`config.mk`:
```
export PLATFORM = sky130hd
export DESIGN_NAME = modulated_alpha_blend_pixel
export DESIGN_NICKNAME = d
export VERILOG_FILES = /design/src/hw/rtl/mabp_pkg.sv /design/src/hw/rtl/modulated_alpha_blend_pixel.sv
export SDC_FILE = /design/constraint.sdc
export NUM_CORES = 2
export LEC_CHECK = 0
export BUFFER_PORTS_ARGS = -buffer_cell sky130_fd_sc_hd__buf_4
export CORE_UTILIZATION = 35
export CTS_BUF_LIST = sky130_fd_sc_hd__clkbuf_16
export DETAILED_ROUTE_END_ITERATION = 12
export MAX_ROUTING_LAYER = met4
export SLEW_MARGIN = 5
export SYNTH_ARGS = -nofsm -noshare
export SYNTH_HDL_FRONTEND = slang
export SYNTH_SLANG_ARGS = --single-unit
```
`constraint.sdc`:
```
create_clock -name clk -period 21.4 [get_ports clk]
set_input_delay 1.07 -clock clk [delete_from_list [all_inputs] [get_ports clk]]
set_output_delay 1.07 -clock clk [all_outputs]
set_load 0.005 [all_outputs]
```
`src/hw/rtl/mabp_pkg.sv`:
```
// Shared types and constants for the modulated alpha blend pixel pipeline.
// No dependencies; used by modulated_alpha_blend_pixel.
`default_nettype none

package mabp_pkg;

  localparam int unsigned CH_W     = 8;
  localparam int unsigned IN_W     = 8 * CH_W;
  localparam int unsigned OUT_W    = 4 * CH_W;
  localparam int unsigned PROD_W   = 2 * CH_W;
  localparam int unsigned CFG_IDX_W = 3;

  localparam logic [CH_W-1:0] CH_MAX = 8'hff;

  // Register indexes of the configuration port
  localparam logic [CFG_IDX_W-1:0] REG_MUL_RED      = 3'd0;
  localparam logic [CFG_IDX_W-1:0] REG_MUL_GREEN    = 3'd1;
  localparam logic [CFG_IDX_W-1:0] REG_MUL_BLUE     = 3'd2;
  localparam logic [CFG_IDX_W-1:0] REG_MUL_ALPHA    = 3'd3;
  localparam logic [CFG_IDX_W-1:0] REG_BLEND_ENABLE = 3'd4;

  typedef logic [CH_W-1:0]   chan_t;
  typedef logic [PROD_W-1:0] prod_t;

  typedef struct packed {
    chan_t red;
    chan_t green;
    chan_t blue;
    chan_t alpha;
  } pixel_t;

  // After modulation
  typedef struct packed {
    chan_t  mod_red;
    chan_t  mod_green;
    chan_t  mod_blue;
    chan_t  eff_alpha;
    pixel_t dst;
    logic   src_clear;
    logic   blend;
  } s1_t;

  // After the mix multiplications
  typedef struct packed {
    prod_t        dst_red_p;
    prod_t        dst_green_p;
    prod_t        dst_blue_p;
    prod_t        src_red_p;
    prod_t        src_green_p;
    prod_t        src_blue_p;
    logic [CH_W:0] alpha_sum;
    s1_t          mod;
  } s2_t;

  typedef struct packed {
    pixel_t pix;
    logic   write_pixel;
  } s3_t;

endpackage

`default_nettype wire

```
`src/hw/rtl/modulated_alpha_blend_pixel.sv`:
```
// Top level of the modulated alpha blend pixel pipeline: config registers
// and three pipeline stages. Depends on mabp_pkg.
//
//  channel   dir  handshake                  payload
//  s_axis    in   s_axis_tvalid/tready       tdata: src rgba, dst rgba
//  m_axis    out  m_axis_tvalid/tready       tdata: out rgba, tuser: write_pixel
//  cfg       in   cfg_valid/cfg_ready        cfg_index, cfg_data
//
// One pixel per clock sustained while m_axis accepts; an input transfer
// passes through three registered stages to m_axis (modulate, mix multiply,
// sum/select).
// Each stage has its own valid bit and loads when it is empty or the next
// stage loads, so bubbles collapse and a stall on m_axis backs up stage by
// stage. Reset (synchronous) clears valid bits and loads register defaults.
`default_nettype none

module modulated_alpha_blend_pixel (
  input  wire logic                           clk,
  input  wire logic                           rst,
  // src_red, src_green, src_blue, src_opacity, dst_red, dst_green, dst_blue,
  // dst_alpha, 8 bits each from bit 0 up
  input  wire logic [mabp_pkg::IN_W-1:0]      s_axis_tdata,
  input  wire logic                           s_axis_tvalid,
  output logic                                s_axis_tready,
  // out_red, out_green, out_blue, out_alpha, 8 bits each from bit 0 up
  output logic [mabp_pkg::OUT_W-1:0]          m_axis_tdata,
  // write_pixel
  output logic                                m_axis_tuser,
  output logic                                m_axis_tvalid,
  input  wire logic                           m_axis_tready,
  input  wire logic                           cfg_valid,
  output logic                                cfg_ready,
  input  wire logic [mabp_pkg::CFG_IDX_W-1:0] cfg_index,
  input  wire logic [mabp_pkg::CH_W-1:0]      cfg_data
);

  mabp_pkg::chan_t mul_red;
  mabp_pkg::chan_t mul_green;
  mabp_pkg::chan_t mul_blue;
  mabp_pkg::chan_t mul_alpha;
  logic            blend_enable;

  assign cfg_ready = 1'b1;

  always_ff @(posedge clk) begin
    if (rst) begin
      mul_red      <= mabp_pkg::CH_MAX;
      mul_green    <= mabp_pkg::CH_MAX;
      mul_blue     <= mabp_pkg::CH_MAX;
      mul_alpha    <= mabp_pkg::CH_MAX;
      blend_enable <= 1'b0;
    end else if (cfg_valid) begin
      unique case (cfg_index)
        mabp_pkg::REG_MUL_RED:      mul_red      <= cfg_data;
        mabp_pkg::REG_MUL_GREEN:    mul_green    <= cfg_data;
        mabp_pkg::REG_MUL_BLUE:     mul_blue     <= cfg_data;
        mabp_pkg::REG_MUL_ALPHA:    mul_alpha    <= cfg_data;
        mabp_pkg::REG_BLEND_ENABLE: blend_enable <= cfg_data[0];
        default: ;
      endcase
    end
  end

  // Stage handshake
  logic v1, v2, v3;
  logic rdy1, rdy2, rdy3;

  assign rdy3 = !v3 || m_axis_tready;
  assign rdy2 = !v2 || rdy3;
  assign rdy1 = !v1 || rdy2;
  assign s_axis_tready = rdy1;

  always_ff @(posedge clk) begin
    if (rst) begin
      v1 <= 1'b0;
      v2 <= 1'b0;
      v3 <= 1'b0;
    end else begin
      if (rdy1) v1 <= s_axis_tvalid;
      if (rdy2) v2 <= v1;
      if (rdy3) v3 <= v2;
    end
  end

  // Stage 1: modulate source channels and pick the effective alpha
  mabp_pkg::pixel_t src_in, dst_in;
  mabp_pkg::chan_t  alpha_sel;
  mabp_pkg::prod_t  pr, pg, pb, pa;
  mabp_pkg::s1_t    s1_next, s1;

  always_comb begin
    src_in.red   = s_axis_tdata[7:0];
    src_in.green = s_axis_tdata[15:8];
    src_in.blue  = s_axis_tdata[23:16];
    src_in.alpha = s_axis_tdata[31:24];
    dst_in.red   = s_axis_tdata[39:32];
    dst_in.green = s_axis_tdata[47:40];
    dst_in.blue  = s_axis_tdata[55:48];
    dst_in.alpha = s_axis_tdata[63:56];

    // opaque coverage when the destination is empty
    alpha_sel = (blend_enable && dst_in.alpha == '0) ? mabp_pkg::CH_MAX : src_in.alpha;

    pr = mabp_pkg::prod_t'(mul_red)   * mabp_pkg::prod_t'(src_in.red);
    pg = mabp_pkg::prod_t'(mul_green) * mabp_pkg::prod_t'(src_in.green);
    pb = mabp_pkg::prod_t'(mul_blue)  * mabp_pkg::prod_t'(src_in.blue);
    pa = mabp_pkg::prod_t'(mul_alpha) * mabp_pkg::prod_t'(alpha_sel);

    s1_next.mod_red   = pr[15:8];
    s1_next.mod_green = pg[15:8];
    s1_next.mod_blue  = pb[15:8];
    s1_next.eff_alpha = pa[15:8];
    s1_next.dst       = dst_in;
    s1_next.src_clear = (src_in.alpha == '0);
    s1_next.blend     = blend_enable;
  end

  always_ff @(posedge clk) begin
    if (rdy1 && s_axis_tvalid) s1 <= s1_next;
  end

  // Stage 2: mix products and alpha sum
  mabp_pkg::chan_t inv_alpha;
  mabp_pkg::s2_t   s2_next, s2;

  always_comb begin
    inv_alpha = mabp_pkg::CH_MAX - s1.eff_alpha;
    s2_next.dst_red_p   = mabp_pkg::prod_t'(s1.dst.red)   * mabp_pkg::prod_t'(inv_alpha);
    s2_next.dst_green_p = mabp_pkg::prod_t'(s1.dst.green) * mabp_pkg::prod_t'(inv_alpha);
    s2_next.dst_blue_p  = mabp_pkg::prod_t'(s1.dst.blue)  * mabp_pkg::prod_t'(inv_alpha);
    s2_next.src_red_p   = mabp_pkg::prod_t'(s1.mod_red)   * mabp_pkg::prod_t'(s1.eff_alpha);
    s2_next.src_green_p = mabp_pkg::prod_t'(s1.mod_green) * mabp_pkg::prod_t'(s1.eff_alpha);
    s2_next.src_blue_p  = mabp_pkg::prod_t'(s1.mod_blue)  * mabp_pkg::prod_t'(s1.eff_alpha);
    s2_next.alpha_sum   = {1'b0, s1.dst.alpha} + {1'b0, s1.eff_alpha};
    s2_next.mod         = s1;
  end

  always_ff @(posedge clk) begin
    if (rdy2 && v1) s2 <= s2_next;
  end

  // Stage 3: sum, saturate and select by mode
  mabp_pkg::s3_t s3_next, s3;

  always_comb begin
    priority if (!s2.mod.blend) begin
      s3_next.pix.red     = s2.mod.mod_red;
      s3_next.pix.green   = s2.mod.mod_green;
      s3_next.pix.blue    = s2.mod.mod_blue;
      s3_next.pix.alpha   = s2.mod.eff_alpha;
      s3_next.write_pixel = 1'b1;
    end else if (s2.mod.src_clear) begin
      // transparent source: pass destination through, no write
      s3_next.pix         = s2.mod.dst;
      s3_next.write_pixel = 1'b0;
    end else begin
      // the channel sum may carry past 8 bits; keep the low byte
      s3_next.pix.red     = s2.dst_red_p[15:8]   + s2.src_red_p[15:8];
      s3_next.pix.green   = s2.dst_green_p[15:8] + s2.src_green_p[15:8];
      s3_next.pix.blue    = s2.dst_blue_p[15:8]  + s2.src_blue_p[15:8];
      s3_next.pix.alpha   = s2.alpha_sum[8] ? mabp_pkg::CH_MAX : s2.alpha_sum[7:0];
      s3_next.write_pixel = 1'b1;
    end
  end

  always_ff @(posedge clk) begin
    if (rdy3 && v2) s3 <= s3_next;
  end

  assign m_axis_tvalid = v3;
  assign m_axis_tdata  = {s3.pix.alpha, s3.pix.blue, s3.pix.green, s3.pix.red};
  assign m_axis_tuser  = s3.write_pixel;

endmodule

`default_nettype wire

```
* Word level (Yosys, flattened, before mapping)
Cells that the tools add are included.
Widths: inputs -> output; s select.
** Cells by class
- Add/sub/neg operators :: 5
- Multiply operators :: 10
- Div/mod/pow operators :: 0
- Order comparisons :: 0
- Equal/unequal tests :: 4
- Shifts and indexed selects :: 0
- Muxes and demuxes :: 4
- Bitwise logic cells :: 0
- Reductions and logical operators :: 18
** Operators by type and width (count)
- $mul 8x8->16 :: 10
- $mux 33 :: 2
- $add 8x8->8 :: 3
- $logic_not 8->1 :: 2
- $mux 8 :: 2
- $reduce_and 2->1 :: 5
- $add 8x8->9 :: 1
- $sub 8x8->8 const A :: 1
- $eq 3x2->1 const B :: 2
- $logic_and 1x1->1 :: 4
- $eq 3x1->1 const B :: 1
- $eq 3x3->1 const B :: 1
- $logic_not 1->1 :: 3
- $logic_not 3->1 :: 1
- $logic_or 1x1->1 :: 3
** Storage, ports and cells
- Register bits after elaboration :: 306
- Latch bits :: 0
- RAM bits :: 0
- Bits in read-only memories :: 0
- Input port bits :: 80
- Output and inout bits :: 36
- Logic and storage cells :: 81
- Memories :: 0

* Logic depth before layout (Yosys ltp)
- Depth in word-level cells :: 5
- Mapped depth :: 20
- Mapped depth without buffers :: 19

* Worst setup path before layout
No wires, ideal clock.
- Kind :: input to register
- Start point :: in m_axis_tready
- End point :: reg s2[0] (netlist name) (enable)
- Library setup time :: 793 ps
- Arrival :: 10053 ps
- Required time :: 20607 ps
- Path slack :: 10554 ps
- Stages :: 2
- Buffers on the path :: 0
- Cells stage by stage :: nor2b_1 -> a21boi_0
** Between the ends
- Longest elaborated chain between the ends :: 3
** Ends and longest elaborated chain
- start, declared :: line modulated_alpha_blend_pixel.sv:30 : input wire logic m_axis_tready,
- $logic_or 1x1->1 :: line modulated_alpha_blend_pixel.sv:68 : assign rdy3 = !v3 || m_axis_tready;
- $logic_or 1x1->1 :: line modulated_alpha_blend_pixel.sv:69 : assign rdy2 = !v2 || rdy3;
- $logic_and 1x1->1 :: line modulated_alpha_blend_pixel.sv:139 : if (rdy2 && v1) s2 <= s2_next;
- end signal, assigned :: line modulated_alpha_blend_pixel.sv:139
- end, declared :: line modulated_alpha_blend_pixel.sv:124 : mabp_pkg::s2_t s2_next, s2;
Every way passes these cells.
A chain may end at the register's enable or synchronous reset.

* Final worst setup path
- Start point :: in s_axis_tdata[59] (netlist name)
- End point :: reg s1[39] (netlist name), data pin
** Between the ends
- Longest elaborated chain between the ends :: 4
** Ends and longest elaborated chain
- start, declared :: line modulated_alpha_blend_pixel.sv:22 : input wire logic [mabp_pkg::IN_W-1:0] s_axis_tdata,
- $logic_not 8->1 :: line modulated_alpha_blend_pixel.sv:102 : alpha_sel = (blend_enable && dst_in.alpha == '0) ? mabp_pkg::CH_MAX : src_in.alpha;
- $logic_and 1x1->1 :: line modulated_alpha_blend_pixel.sv:102
- $mux 8 :: line modulated_alpha_blend_pixel.sv:102
- $mul 8x8->16 :: line modulated_alpha_blend_pixel.sv:107 : pa = mabp_pkg::prod_t'(mul_alpha) * mabp_pkg::prod_t'(alpha_sel);
- net pa[13] :: line modulated_alpha_blend_pixel.sv:88 : mabp_pkg::prod_t pr, pg, pb, pa;
- end signal, assigned :: line modulated_alpha_blend_pixel.sv:119 : if (rdy1 && s_axis_tvalid) s1 <= s1_next;
- end, declared :: line modulated_alpha_blend_pixel.sv:89 : mabp_pkg::s1_t s1_next, s1;
The timed path passes the listed nets, and every way through them passes these cells.

==> results by group <==
Timing
  • Setup Viol. Count Final: 0
  • Relative slew slack: 35.7%
  • Worst clock skew: 28.5 ps
  • RSZ-0062 raised after global routing: no
  • Fin. max-slew vios: 0
  • Hold Vio Cnt, Final: 0
  • TNS Setup: 0 ps
  • Fin crit share: 27.7%
  • Slew @ Worst Pin: 965 ps
  • Fmax achieved: 0.168 GHz
  • Min cycle time layout: 5940 ps

Synth
  • EDFF count, synth: 222
  • Cell with the most instances after synthesis: inv_1
  • Mapped cell area: 28500 um^2
  • Number of synthesized register bits: 258
  • Seq/Total Area, Yosys: 25.9%
  • Synth top area share: 24.9%
  • Post-synthesis average cell area: 10.3 um^2
  • Post-Syn Instances: 2777
  • Yosys warns: 0
  • Post-synth top cells: inv_1, ha_1, fa_1
  • Most used DFF post-synth: edfxtp_1
  • Net Count, Synth: 3570
  • Cell taking the most area after synthesis: fa_1
  • Ys async rst share: 0%
  • Distinct cells, synth: 66
  • Main area contributors after synthesis: fa_1, edfxtp_1, ha_1

Cells and area
  • Nets: 3665
  • Area delta synth->final: 11.6%
  • Diode count: 0
  • Fraction of layout cells with a size suffix above 1: 7.01%

Setup path
  • Worst Setup Start Kind: primary input
  • Critical path arrival: 6220 ps
  • Critical path class: primary input to flip-flop
  • Critical-path maximum fanout: 20
  • CP Buf/Inv Count: 2
  • Cell Chain, Critical Path: buf_4, nor4_1, and3_1, o21ai_0, fa_1, fa_1, inv_1, fa_1, fa_1, ha_1, or4_4, o21bai_1, o211a_2, a221oi_4, o21ba_2, o21bai_1, xor2_1
  • Crit path max-delay family: adder cells
  • Most Frequent Cell on Critical Path: fa_1
  • WP data required: 21680 ps
  • Crit-path max cell delay: 620 ps
  • Crit-path slowest cell: and3_1
  • Crit. End Element: flip-flop

Floorplan
  • DIE AREA: 82600 um^2
  • Chip Height: 287 um
  • Initial Util: 35.4%
  • Chip width: 287 um
  • Row count: 104
  • Io pins: 116
  • Core area: 80500 um^2

Clock tree
  • CTS tree: built
  • CTS Hold Bufs: 0
  • Clock buffer depth: 3
  • H-Tree Depth: 2
  • Worst-skew pair later-pin latency: 560 ps
  • Clk sinks: 258
  • CTS buffer count: 35
  • Root buffer cell: clkbuf_16
  • PostCTS Resize Cnt: 0
  • Post-CTS setup buffers: 0
  • Clock transition at path regs: 60 ps

Detailed routing
  • Post-detailed-route wirelength per cell: 16.1 um
  • Via count: 18900
  • DR DRC count: 0
  • WL final: 63700 um
  • Routed Antenna Nets: 0
  • Vias/cell: 4.77
  • Initial DRC Count: 765
  • Drt first pass iters: 5

Placed design
  • GP Congestion: 0.822
  • I/O Buffers: 114
  • Post-DP HPWL: 47500 um

GRT
  • First-pass GRT wire length: 105000 um
  • Grt ovf: 0
  • All-Layer GR Usage: 16.5%
  • Initial antenna violation count: 0
  • Largest net degree at the start of global routing: 69
  • Vias in the first global route: 19500

Worst hold path
  • Hold Path Class: flip-flop to flip-flop

Outcome
  • Status: complete, no violations

Flow run
  • Max-cap violations: 0
[final cells by class]
cell class	count	area, um^2
clock buffer	36	901
clock inverter	26	359
fill	7867	48700
inverter	452	1700
multi-input combinational	1996	19200
sequential	258	7390
tap	1060	1330
timing repair buffer	129	968
[worst paths after layout]
kind / cells after the start / slack, ps / end / from
hold reg to reg: 0 / 420 / s2[0] / s1[0]
setup / recovery: 17 / 15460 / s1[39] / s_axis_tdata[59]
hold / removal: 0 / 420 / s2[0] / s1[0]
setup reg to reg: 17 / 15770 / s2[138] / s1[38]
[placed cells by master (no fill, tap or decap), drive strengths merged, types with 4 or more instances in the layout]
cell / instances
bufinv: 8
and2: 198
ha: 359
and4: 4
edfxtp: 222
buf: 129
and4b: 4
mux2i: 7
xnor2: 66
a31oi: 10
a41oi: 4
clkinv: 7
and3: 11
a21o: 29
nor3: 29
dfxtp: 36
a21oi: 73
a2111oi: 7
nand4b: 5
nor2: 99
nand2b: 97
fa: 354
nand4: 9
a221oi: 4
clkbuf: 36
nand2: 250
nand3: 10
o21bai: 8
o21ai: 60
nand3b: 26
nor2b: 173
inv: 461
a211o: 10
or4: 4
o21a: 22
o221ai: 7
xor2: 28
[per-stage QoR]
step	std cells	setup slack [ps]	cell area [um^2]	util (%)	hold WS [ps]
3_5_place_dp	3895	14870	30600	37.9	415
5_1_grt	3957	15120	31800	39.5	451
2_1_floorplan	2777	10550	28500	-	400
6_report	3957	15460	31800	39.5	425
4_1_cts	3957	15450	31800	39.5	429
3_3_place_gp	3895	14880	30600	37.9	403
[registers in the layout, summed over array words and instances (netlist names), 8 cells and up]
signal        count
s2              123
mul_alpha         8
mul_blue          8
mul_green         8
m_axis_tdata     32
mul_red           8
s1               66
[metal layers]
metal  wire (um)  share of wire, %  up-vias  global-route usage [%]
li1            -                 -     9133                       -
met1       30000                47     9369                    21.5
met2       29500                46      284                    26.5
met3        2740               4.3       82                    2.66
met4        1430               2.2        0                    4.16
met5           0                 0        -                       -
[cells by family (layout without fill, tap and decap cells)]
| logic type | after synthesis | count (layout) | synth area share (%) |
|---|---|---|---|
| simple gates | 930 | 930 | 17.5 |
| fa+ha+maj | 713 | 713 | 40.6 |
| buf+inv | 523 | 643 | 6.90 |
| flops | 258 | 258 | 25.9 |
| compound gates | 250 | 250 | 5.85 |
| xor+xnor | 94 | 94 | 2.89 |
| mux | 8 | 8 | 0.285 |
| other cells | 1 | 1 | 0.0132 |
Power is not shown: default switching activity piles up to over one toggle a cycle in this logic, so the estimate is an artifact.
